==> src/hdl/assert_macros.svh <==
// Assertion macros used by the top level to check the design.
`ifndef ASSERT_MACROS_SVH
`define ASSERT_MACROS_SVH

// Same-cycle implication, sampled on clk, disabled during rst.
`define PKWRL_ASSERT_NOW(lbl, ante, cons, msg) \
  lbl: assert property (@(posedge clk) disable iff (rst) (ante) |-> (cons)) else $error(msg);

// Next-cycle implication, sampled on clk, disabled during rst.
`define PKWRL_ASSERT_NEXT(lbl, ante, cons, msg) \
  lbl: assert property (@(posedge clk) disable iff (rst) (ante) |=> (cons)) else $error(msg);

`endif

==> src/hdl/pkwrl_pkg.sv <==
// Package with types and constants of the per-key window rate limiter.
`timescale 1ns / 1ps
`default_nettype none
package pkwrl_pkg;

  localparam int KEY_W    = 64;
  localparam int TIME_W   = 48;
  localparam int WIN_W    = 32;
  localparam int CNT_W    = 16;
  localparam int SLOT_W   = 8;
  localparam int CFG_IDX_W  = 2;
  localparam int CFG_DATA_W = 32;

  localparam logic [CFG_IDX_W-1:0] REG_WINDOW_MS      = 2'd0;
  localparam logic [CFG_IDX_W-1:0] REG_MAX_PER_WINDOW = 2'd1;

  localparam logic [WIN_W-1:0] WINDOW_MS_RESET      = 32'd60000;
  localparam logic [CNT_W-1:0] MAX_PER_WINDOW_RESET = 16'd10;
  localparam logic [CNT_W-1:0] COUNT_MAX            = 16'hFFFF;

  typedef struct packed {
    logic [KEY_W-1:0]  publisher_key;
    logic [TIME_W-1:0] now_ms;
  } req_t;

  typedef struct packed {
    logic              allowed;
    logic [SLOT_W-1:0] slot_used;
    logic              replaced;
    logic [CNT_W-1:0]  count_now;
  } rsp_t;

  typedef struct packed {
    logic [KEY_W-1:0]  key;
    logic [TIME_W-1:0] win_begin;
    logic [CNT_W-1:0]  count;
  } slot_t;

  typedef enum logic [1:0] {
    ST_IDLE,
    ST_SCAN,
    ST_EVAL,
    ST_WRITE
  } state_t;

  typedef struct packed {
    logic load;
    logic scan;
    logic eval;
    logic write;
  } ctrl_cmd_t;

  typedef struct packed {
    logic hit;
    logic last;
  } dp_status_t;

endpackage
`default_nettype wire

==> src/hdl/pkwrl_ram.sv <==
// Generic single-write, single-read RAM with registered read data.
`timescale 1ns / 1ps
`default_nettype none
module pkwrl_ram #(
  parameter int WIDTH = 8,
  parameter int DEPTH = 16
) (
  input  wire logic                     clk,
  input  wire logic                     we,
  input  wire logic [$clog2(DEPTH)-1:0] waddr,
  input  wire logic [WIDTH-1:0]         wdata,
  input  wire logic [$clog2(DEPTH)-1:0] raddr,
  output logic      [WIDTH-1:0]         rdata
);

  logic [WIDTH-1:0] mem [DEPTH];

  always_ff @(posedge clk) begin
    if (we) begin
      mem[waddr] <= wdata;
    end
    rdata <= mem[raddr];
  end

endmodule
`default_nettype wire

==> src/hdl/pkwrl_ctrl.sv <==
// Controller state machine that sequences the slot scan, evaluation and update.
`timescale 1ns / 1ps
`default_nettype none
module pkwrl_ctrl (
  input  wire logic                  clk,
  input  wire logic                  rst,
  input  wire logic                  start,
  input  wire pkwrl_pkg::dp_status_t status,
  output pkwrl_pkg::ctrl_cmd_t       cmd,
  output logic                       busy
);

  pkwrl_pkg::state_t state;
  pkwrl_pkg::state_t state_next;

  always_ff @(posedge clk) begin
    if (rst) begin
      state <= pkwrl_pkg::ST_IDLE;
    end else begin
      state <= state_next;
    end
  end

  always_comb begin
    state_next = state;
    unique case (state)
      pkwrl_pkg::ST_IDLE: begin
        if (start) begin
          state_next = pkwrl_pkg::ST_SCAN;
        end
      end
      pkwrl_pkg::ST_SCAN: begin
        if (status.hit || status.last) begin
          state_next = pkwrl_pkg::ST_EVAL;
        end
      end
      pkwrl_pkg::ST_EVAL:  state_next = pkwrl_pkg::ST_WRITE;
      pkwrl_pkg::ST_WRITE: state_next = pkwrl_pkg::ST_IDLE;
      default:             state_next = pkwrl_pkg::ST_IDLE;
    endcase
  end

  always_comb begin
    cmd  = '0;
    busy = 1'b1;
    unique case (state)
      pkwrl_pkg::ST_IDLE: begin
        busy     = 1'b0;
        cmd.load = start;
      end
      pkwrl_pkg::ST_SCAN:  cmd.scan  = 1'b1;
      pkwrl_pkg::ST_EVAL:  cmd.eval  = 1'b1;
      pkwrl_pkg::ST_WRITE: cmd.write = 1'b1;
      default:             busy      = 1'b1;
    endcase
  end

endmodule
`default_nettype wire

==> src/hdl/pkwrl_dp.sv <==
// Datapath: configuration registers, slot table, scan compare, window and count update.
`timescale 1ns / 1ps
`default_nettype none
module pkwrl_dp #(
  parameter int NUM_SLOTS = 16
) (
  input  wire logic                                 clk,
  input  wire logic                                 rst,
  input  wire pkwrl_pkg::req_t                      request,
  input  wire logic                                 cfg_we,
  input  wire logic [pkwrl_pkg::CFG_IDX_W-1:0]      cfg_idx,
  input  wire logic [pkwrl_pkg::CFG_DATA_W-1:0]     cfg_data,
  input  wire pkwrl_pkg::ctrl_cmd_t                 cmd,
  output pkwrl_pkg::dp_status_t                     status,
  output logic                                      done,
  output pkwrl_pkg::rsp_t                           result
);

  localparam int IDX_W = $clog2(NUM_SLOTS);
  localparam logic [IDX_W-1:0] LAST_IDX = IDX_W'(NUM_SLOTS - 1);

  logic [pkwrl_pkg::WIN_W-1:0]  window_ms;
  logic [pkwrl_pkg::CNT_W-1:0]  max_per_window;

  logic [pkwrl_pkg::KEY_W-1:0]  key_q;
  logic [pkwrl_pkg::TIME_W-1:0] now_q;

  logic [NUM_SLOTS-1:0] vld;
  logic                 vld_rd;
  logic [IDX_W-1:0]     rd_idx;
  logic [IDX_W-1:0]     cmp_idx;
  pkwrl_pkg::slot_t     ram_rdata;
  pkwrl_pkg::slot_t     cur;
  pkwrl_pkg::slot_t     wr_slot;

  logic [pkwrl_pkg::TIME_W-1:0] best_ws;
  logic [IDX_W-1:0]             best_idx;
  logic                         take_cur;
  logic [IDX_W-1:0]             best_idx_next;
  logic [pkwrl_pkg::TIME_W-1:0] best_ws_next;

  logic [IDX_W-1:0]             sel_idx;
  logic [pkwrl_pkg::TIME_W-1:0] sel_ws;
  logic [pkwrl_pkg::CNT_W-1:0]  sel_cnt;
  logic                         sel_rep;
  logic                         restart;

  logic [pkwrl_pkg::TIME_W-1:0] elapsed;
  logic [pkwrl_pkg::CNT_W-1:0]  cnt_base;
  logic [pkwrl_pkg::CNT_W-1:0]  cnt_new;
  logic [pkwrl_pkg::TIME_W-1:0] ws_new;

  always_ff @(posedge clk) begin
    if (rst) begin
      window_ms      <= pkwrl_pkg::WINDOW_MS_RESET;
      max_per_window <= pkwrl_pkg::MAX_PER_WINDOW_RESET;
    end else if (cfg_we) begin
      unique case (cfg_idx)
        pkwrl_pkg::REG_WINDOW_MS:      window_ms      <= cfg_data;
        pkwrl_pkg::REG_MAX_PER_WINDOW: max_per_window <= cfg_data[pkwrl_pkg::CNT_W-1:0];
        default: ;
      endcase
    end
  end

  pkwrl_ram #(
    .WIDTH ($bits(pkwrl_pkg::slot_t)),
    .DEPTH (NUM_SLOTS)
  ) u_slot_ram (
    .clk   (clk),
    .we    (cmd.write),
    .waddr (sel_idx),
    .wdata (wr_slot),
    .raddr (rd_idx),
    .rdata (ram_rdata)
  );

  // Slots never written since reset read as all zero.
  always_comb begin
    cur = vld_rd ? ram_rdata : '0;
  end

  always_comb begin
    status.hit    = cmd.scan && (cur.key == key_q);
    status.last   = cmd.scan && (cmp_idx == LAST_IDX);
    take_cur      = (cmp_idx == '0) || (cur.win_begin < best_ws);
    best_idx_next = take_cur ? cmp_idx : best_idx;
    best_ws_next  = take_cur ? cur.win_begin : best_ws;
  end

  always_ff @(posedge clk) begin
    if (rst) begin
      vld    <= '0;
      rd_idx <= '0;
      done   <= 1'b0;
    end else begin
      done <= cmd.write;
      if (cmd.load) begin
        rd_idx <= IDX_W'(1);
      end else if (cmd.scan) begin
        if (rd_idx != LAST_IDX) begin
          rd_idx <= rd_idx + IDX_W'(1);
        end
      end else if (cmd.write) begin
        rd_idx       <= '0;
        vld[sel_idx] <= 1'b1;
      end
    end
  end

  always_ff @(posedge clk) begin
    vld_rd <= vld[rd_idx];
    if (cmd.load) begin
      key_q   <= request.publisher_key;
      now_q   <= request.now_ms;
      cmp_idx <= '0;
    end
    if (cmd.scan) begin
      cmp_idx  <= rd_idx;
      best_idx <= best_idx_next;
      best_ws  <= best_ws_next;
      if (status.hit) begin
        sel_idx <= cmp_idx;
        sel_ws  <= cur.win_begin;
        sel_cnt <= cur.count;
        sel_rep <= 1'b0;
      end else if (status.last) begin
        sel_idx <= best_idx_next;
        sel_ws  <= now_q;
        sel_cnt <= '0;
        sel_rep <= 1'b1;
      end
    end
    if (cmd.eval) begin
      restart <= (elapsed >= {{(pkwrl_pkg::TIME_W - pkwrl_pkg::WIN_W){1'b0}}, window_ms});
    end
    if (cmd.write) begin
      result.allowed   <= (cnt_new <= max_per_window);
      result.slot_used <= pkwrl_pkg::SLOT_W'(sel_idx);
      result.replaced  <= sel_rep;
      result.count_now <= cnt_new;
    end
  end

  always_comb begin
    elapsed  = now_q - sel_ws;
    cnt_base = restart ? '0 : sel_cnt;
    cnt_new  = (cnt_base == pkwrl_pkg::COUNT_MAX) ? cnt_base
                                                  : cnt_base + pkwrl_pkg::CNT_W'(1);
    ws_new   = restart ? now_q : sel_ws;
    wr_slot.key       = key_q;
    wr_slot.win_begin = ws_new;
    wr_slot.count     = cnt_new;
  end

endmodule
`default_nettype wire

==> src/hdl/per_key_window_rate_limiter.sv <==
// Top level of the per-key window rate limiter.
//
//   Channel   Ports                         Transfer
//   request   start, busy, request          start high while busy low
//   result    done, result                  done high for one cycle
//   config    cfg_we, cfg_idx, cfg_data     cfg_we high
//
// For a request that matches slot k, the scan stops at slot k; a request that matches no
// slot scans all NUM_SLOTS slots. The scan reads the slot RAM one slot per cycle, and
// is followed by the EVAL and WRITE states; done is registered from WRITE.
// A new request may be accepted in the cycle that done is high.
// Reset marks every slot empty through per-slot valid bits, with no clearing pass.
// The result cannot be held off; it is presented for exactly one cycle.
`timescale 1ns / 1ps
`default_nettype none
`include "assert_macros.svh"
module per_key_window_rate_limiter #(
  parameter int NUM_SLOTS = 16
) (
  input  wire logic                             clk,
  input  wire logic                             rst,
  input  wire logic                             start,
  output logic                                  busy,
  input  wire pkwrl_pkg::req_t                  request,
  output logic                                  done,
  output pkwrl_pkg::rsp_t                       result,
  input  wire logic                             cfg_we,
  input  wire logic [pkwrl_pkg::CFG_IDX_W-1:0]  cfg_idx,
  input  wire logic [pkwrl_pkg::CFG_DATA_W-1:0] cfg_data
);

  pkwrl_pkg::ctrl_cmd_t  cmd;
  pkwrl_pkg::dp_status_t status;

  pkwrl_ctrl u_ctrl (
    .clk    (clk),
    .rst    (rst),
    .start  (start),
    .status (status),
    .cmd    (cmd),
    .busy   (busy)
  );

  pkwrl_dp #(
    .NUM_SLOTS (NUM_SLOTS)
  ) u_dp (
    .clk      (clk),
    .rst      (rst),
    .request  (request),
    .cfg_we   (cfg_we),
    .cfg_idx  (cfg_idx),
    .cfg_data (cfg_data),
    .cmd      (cmd),
    .status   (status),
    .done     (done),
    .result   (result)
  );

  `PKWRL_ASSERT_NOW(a_done_not_busy, done, !busy, "Result strobe while busy.")
  `PKWRL_ASSERT_NEXT(a_start_busy, start && !busy, busy, "Accepted request did not set busy.")
  `PKWRL_ASSERT_NOW(a_done_after_busy, done, $past(busy), "Result strobe without prior work.")
  `PKWRL_ASSERT_NOW(a_count_nonzero, done, result.count_now != '0, "Result count is zero.")

endmodule
`default_nettype wire

==> config.mk <==
export PLATFORM = sky130hd
export DESIGN_NAME = per_key_window_rate_limiter
export DESIGN_NICKNAME = d
export VERILOG_FILES = /design/src/hdl/pkwrl_pkg.sv /design/src/hdl/pkwrl_ram.sv /design/src/hdl/pkwrl_ctrl.sv /design/src/hdl/pkwrl_dp.sv /design/src/hdl/per_key_window_rate_limiter.sv
export VERILOG_INCLUDE_DIRS = /design/src /design/src/hdl
export SDC_FILE = /design/constraint.sdc
export NUM_CORES = 2
export LEC_CHECK = 0
export BUFFER_PORTS_ARGS = -buffer_cell sky130_fd_sc_hd__buf_2
export CAP_MARGIN = 5
export CORE_MARGIN = 2
export CORE_UTILIZATION = 56
export CTS_CLUSTER_DIAMETER = 60
export CTS_CLUSTER_SIZE = 40
export DETAILED_ROUTE_END_ITERATION = 6
export PLACE_DENSITY_LB_ADDON = 0.1
export SLEW_MARGIN = 10
export SYNTH_ARGS = -nofsm -noshare
export SYNTH_HDL_FRONTEND = slang
export SYNTH_SLANG_ARGS = --single-unit
==> constraint.sdc <==
create_clock -name clk -period 10.2 [get_ports clk]
set_input_delay 1.53 -clock clk [delete_from_list [all_inputs] [get_ports clk]]
set_output_delay 1.53 -clock clk [all_outputs]
set_load 0.05 [all_outputs]
==> results <==
- The run finished, with violations left.
- The final reports fail on DRC.
- The number of global-route vias before repair was approximately 50000.
- The routed layout has 48530 vias.
- In this run, synthesis inferred between 2000 and 2500 flip-flops with an integrated enable.
- Summed over all nets, the switching power comes to ~0.0064 W.
- The final critical-path share of the clock period is 56.40%.
- Sequential cells burn 53.5% of the power.
- The final routed wire length divided by cell count is 29.72 µm.
- The unique cell type count in the Yosys netlist is 80.
- The combined global-route utilization of all metal layers is between 20 and 30%.
- The normalized max-slew margin is between 10% and 20%.
- The height of the chip is 423.6 µm.
- Counting along the longest clock path gives a buffer depth of 3.
- STA puts the critical path data required time at approximately 11000 ps.
- In this run, CTS created clock tree buffers numbering roughly 150.
- After clock tree synthesis, the flow added hold-fix buffers numbering 0.
- The number of sinks driven by the clock tree is approximately 2500.
- The horizontal extent of the die is 423.6 µm.
- The async set or reset register ratio after synthesis is 0%.
- The kind of capture point of the worst setup path is a flop.
- The final antenna-violating net count is 0.
- The first detailed-routing pass took 7 iterations.
- The worst min-delay path category is flop to flop.
- Setup violations remaining at the end of the flow were counted as 0.
- The worst hold slack is around 460 ps.
- In this run the critical register-to-register path is launched from u_dp.now_q[0]$_DFFE_PP_.
- Yosys attributes the largest share of cell area to sky130_fd_sc_hd__edfxtp_1 (70%), sky130_fd_sc_hd__mux4_2 (14%), sky130_fd_sc_hd__dfxtp_1 (4.1%).
- Along the worst path, the maximum fanout reaches 4.
- The mean instance size in the synthesized netlist is 19.76 µm².
- The number of max-slew violations in the final report came to 0.
- The first routing iteration left 5136 violations.
- The sum of net half-perimeters after detailed placement is ~120000 µm.
- The total number of nets in the final design is 5524.
- The post-synthesis instance area is 98600 µm².
- The library cell used most frequently in the layout, excluding fill and tap cells, is sky130_fd_sc_hd__edfxtp_1.
- The destination of the worst register-to-register timing path is u_dp.restart$_DFFE_PP_.
- The post-route netlist has 24.26% of its cells at a drive strength greater than 1.
- After clock tree synthesis, the setup repair step added 0 buffers.
- For this run, the register share of the synthesized area comes to 74.35%.
- After clock tree synthesis, the clock-pin slew on the worst setup and hold paths is about 70 ps.
- The placer's final routability congestion estimate is 0.9053.
- Counting both buffers and inverters, the worst setup path holds a total of 2.
- Entering global routing, the biggest net connects 122 pins.
- The count of buffers inserted at the top-level ports is roughly 170.
- Walking the worst path, the cells encountered are inv_1, ha_1, inv_1, fa_1, a41o_1, a211oi_2, a2bb2oi_1, a21oi_1, a21boi_1, o21ai_0, a31oi_1, xnor2_1, ha_1, a21oi_1, nor2_1, o31ai_1, o2111ai_1, a211o_1, a2111oi_0, o211ai_1, nor4_1, nand4_1.
- The largest total area in the synthesized netlist belongs to sky130_fd_sc_hd__edfxtp_1.
- The element type at the critical path start is a flop.
- The setup TNS is 0 ps.
- The analysis attributes to cell leakage a power of 34.83 nW.
- The family of cells with the greatest summed delay on the critical path is compound AO/OA/AOI/OAI gates.
- Derived from the worst setup path, the maximum achievable clock frequency is 0.1738 GHz.
- The number of antenna diodes in the final layout is 0.
- The TritonCTS clock tree is done.
- Using the TritonRoute via totals, the vias-per-cell ratio works out to around 6.3.
- The number of synthesized register bits is 2508.
- The switching share of power is 26.91%.
- The initial antenna violation count is 4.
- The worst-case IR drop observed on VDD is 0.0001934 V.
- The first-pass GRT wire length is 334300 µm.
- After detailed routing, the total wire length is 228700 µm.
- Combinational logic burns 17.4% of the power.
- The area growth from synthesis to layout is 9.903%.
- The setup slack of the most critical reg-to-reg path is ~4400 ps.
- In this run the core area contains roughly 150 standard-cell rows.
- The portion of total power attributed to the clock network is between 20 and 30%.
- The critical path starts at u_dp.now_q[0]$_DFFE_PP_.
- Setup repair after global routing left no endpoint under its margin.
- Measured in cells, the most critical reg-to-reg path has a length of 22.
- CTS placed an instance of sky130_fd_sc_hd__clkbuf_16 at the clock tree root.
- The clock arrives with approximately 52 ps of skew.
- The total die area is 179400 µm².
- STA puts the critical path data arrival time at 6290 ps.
- Synthesis produced 4989 cells.
- For this run, design rule violations remaining after detail routing come to 1.
- For this configuration, the core starts out at a cell density of 56.17%.
- Leaving out fill and tap cells, the most frequent cells in the layout are sky130_fd_sc_hd__edfxtp_1 (2308), sky130_fd_sc_hd__mux4_2 (629), sky130_fd_sc_hd__nand2_1 (216).
- After clock tree synthesis, the repair step resized 0 gates.
- The internal power of the cells is 0.01744 W.
- The region available for standard cell placement spans 175500 µm².
- Among all stages on the critical path, the largest delay is contributed by sky130_fd_sc_hd__a21boi_1.
- Cells fill 61.73% of the core in the end.
- For this run the aggregate overflow at the end of global routing stands at 0.
- For the pin with the worst max-slew slack, the measured transition is between 1000 and 1500 ps.
- The H-tree depth is 4.
- The shortest clock period the worst path allows after layout is 5753 ps.
- The classification of the worst setup path is flop to flop.
- In this run the power density over the cells is 220.2 nW/µm².
- In the synthesized netlist the dominant register cell turns out to be sky130_fd_sc_hd__edfxtp_1.
- The count of max-cap constraint violations is 0.
- The clock latency of the later-clocked register in the worst-skew pair is roughly 840 ps.
- Counting buffers and inverters, the worst setup path is 22 cells deep.
- The top-area cell type share of the netlist area is 70.29%.
- The final hold violation count came to 0.
- The most critical setup path has its endpoint at u_dp.restart$_DFFE_PP_.
- For this design the top-level I/O count stands at roughly 180.
- The number of warnings reported in the yosys synthesis log is 0.
- The highest cell delay on the worst timing path is 450 ps.
power groups by stage:
| stage | Sequential (W) | Clock (W) | Combinational [W] |
|---|---|---|---|
| 2_1_floorplan | 0.0127 | 0 | 0.00315 |
| 3_3_place_gp | 0.0130 | 0 | 0.00417 |
| 3_5_place_dp | 0.0130 | 0 | 0.00420 |
| 4_1_cts | 0.0128 | 0.00710 | 0.00422 |
| 5_1_grt | 0.0128 | 0.00746 | 0.00451 |
| 6_report | 0.0128 | 0.00696 | 0.00415 |
worst min path at each step:
stage | from | to | slack [ps] | cells past startpoint
6_report | u_dp.window_ms[18]$_SDFFE_PP0P_ | u_dp.window_ms[18]$_SDFFE_PP0P_ | 460 | 2
5_1_grt | u_dp.window_ms[3]$_SDFFE_PP0P_ | u_dp.window_ms[3]$_SDFFE_PP0P_ | 480 | 2
4_1_cts | u_dp.window_ms[24]$_SDFFE_PP0P_ | u_dp.window_ms[24]$_SDFFE_PP0P_ | 460 | 2
3_5_place_dp | u_dp.window_ms[24]$_SDFFE_PP0P_ | u_dp.window_ms[24]$_SDFFE_PP0P_ | 450 | 2
3_3_place_gp | u_dp.window_ms[27]$_SDFFE_PP0P_ | u_dp.window_ms[27]$_SDFFE_PP0P_ | 440 | 2
2_1_floorplan | u_dp.sel_rep$_SDFFCE_PP0P_ | u_dp.result[16]$_DFFE_PP_ | 400 | 0
final cells by class:
| cell class | count | area, µm² |
|---|---|---|
| timing repair buffer | 306 | 2027 |
| multi-input combinational | 2052 | 23820 |
| tap | 2340 | 2928 |
| sequential | 2508 | 73330 |
| fill | 12230 | 67170 |
| clock buffer | 166 | 3983 |
| clock inverter | 118 | 1503 |
| inverter | 204 | 770.7 |
sequential cells by signal, summed over array words and instances, names as in the netlist, 16 cells and up:
name                   flops
u_dp.best_ws              48
u_dp.key_q                64
u_dp.max_per_window       16
u_dp.now_q                48
u_dp.result               22
u_dp.sel_cnt              16
u_dp.sel_ws               48
u_dp.u_slot_ram.mem     2048
u_dp.u_slot_ram.rdata    128
u_dp.vld                  16
u_dp.window_ms            32
synthesized netlist by cell type (8+ instances only):
library cell and number:
sky130_fd_sc_hd__mux2i_1 18, sky130_fd_sc_hd__nand2_1 216, sky130_fd_sc_hd__nor2_1 128, sky130_fd_sc_hd__a211oi_1 24, sky130_fd_sc_hd__xor2_1 23, sky130_fd_sc_hd__o21bai_1 8
sky130_fd_sc_hd__o21a_1 13, sky130_fd_sc_hd__a22o_1 12, sky130_fd_sc_hd__xnor2_1 42, sky130_fd_sc_hd__o21ai_0 126, sky130_fd_sc_hd__o31ai_1 19, sky130_fd_sc_hd__nor3_1 25
sky130_fd_sc_hd__nand2b_1 15, sky130_fd_sc_hd__edfxtp_1 2308, sky130_fd_sc_hd__o22ai_1 12, sky130_fd_sc_hd__mux2_2 51, sky130_fd_sc_hd__o22a_1 8, sky130_fd_sc_hd__a22oi_1 10
sky130_fd_sc_hd__and2_1 58, sky130_fd_sc_hd__clkbuf_1 160, sky130_fd_sc_hd__buf_2 9, sky130_fd_sc_hd__nor4_1 19, sky130_fd_sc_hd__dfxtp_1 200, sky130_fd_sc_hd__nand4_1 48
sky130_fd_sc_hd__inv_1 203, sky130_fd_sc_hd__a21o_1 40, sky130_fd_sc_hd__and3_1 24, sky130_fd_sc_hd__buf_1 53, sky130_fd_sc_hd__a21oi_1 145, sky130_fd_sc_hd__nor2b_1 27
sky130_fd_sc_hd__mux4_2 629, sky130_fd_sc_hd__o211ai_1 15, sky130_fd_sc_hd__nand3_1 43, sky130_fd_sc_hd__ha_1 150
metal layers:
layer / global-route usage, % / vias up / share of wire, %
li1: - / 20690 / -
met1: 37.88 / 25940 / 43
met2: 41.85 / 1640 / 49
met3: 3.090 / 271 / 5.8
met4: 5.807 / 0 / 2.0
met5: 0 / - / 0
through the flow:
step	instances	power [W]	worst slack (ps)	cell area (µm²)
final	7694	0.02387	4447	108400
after global routing	7694	0.02480	4162	108400
after CTS	7694	0.02407	4516	108400
after detailed placement	7410	0.01719	4561	102900
after global placement	7410	0.01713	4604	102900
after floorplan	4992	0.01588	2519	98630
worst min-delay path, stage by stage, from the launching register on:
cell	delay (ps)
sky130_fd_sc_hd__dfxtp_1	310
sky130_fd_sc_hd__nand2_1	50
sky130_fd_sc_hd__a21oi_1	50
cell families after synthesis:
logic type | count (synthesis) | synth area share [%]
muxes | 698 | 15.13
xor gates and xnor gates | 65 | 0.5774
DFF | 2508 | 74.35
and+or+nand+nor | 638 | 3.164
buffers and inverters | 432 | 1.680
other | 1 | 0.003803
AOI/OAI and AO/OA | 496 | 3.165
adders and majority gates | 151 | 1.924
Note: power is estimated with default switching activity, not from simulation.
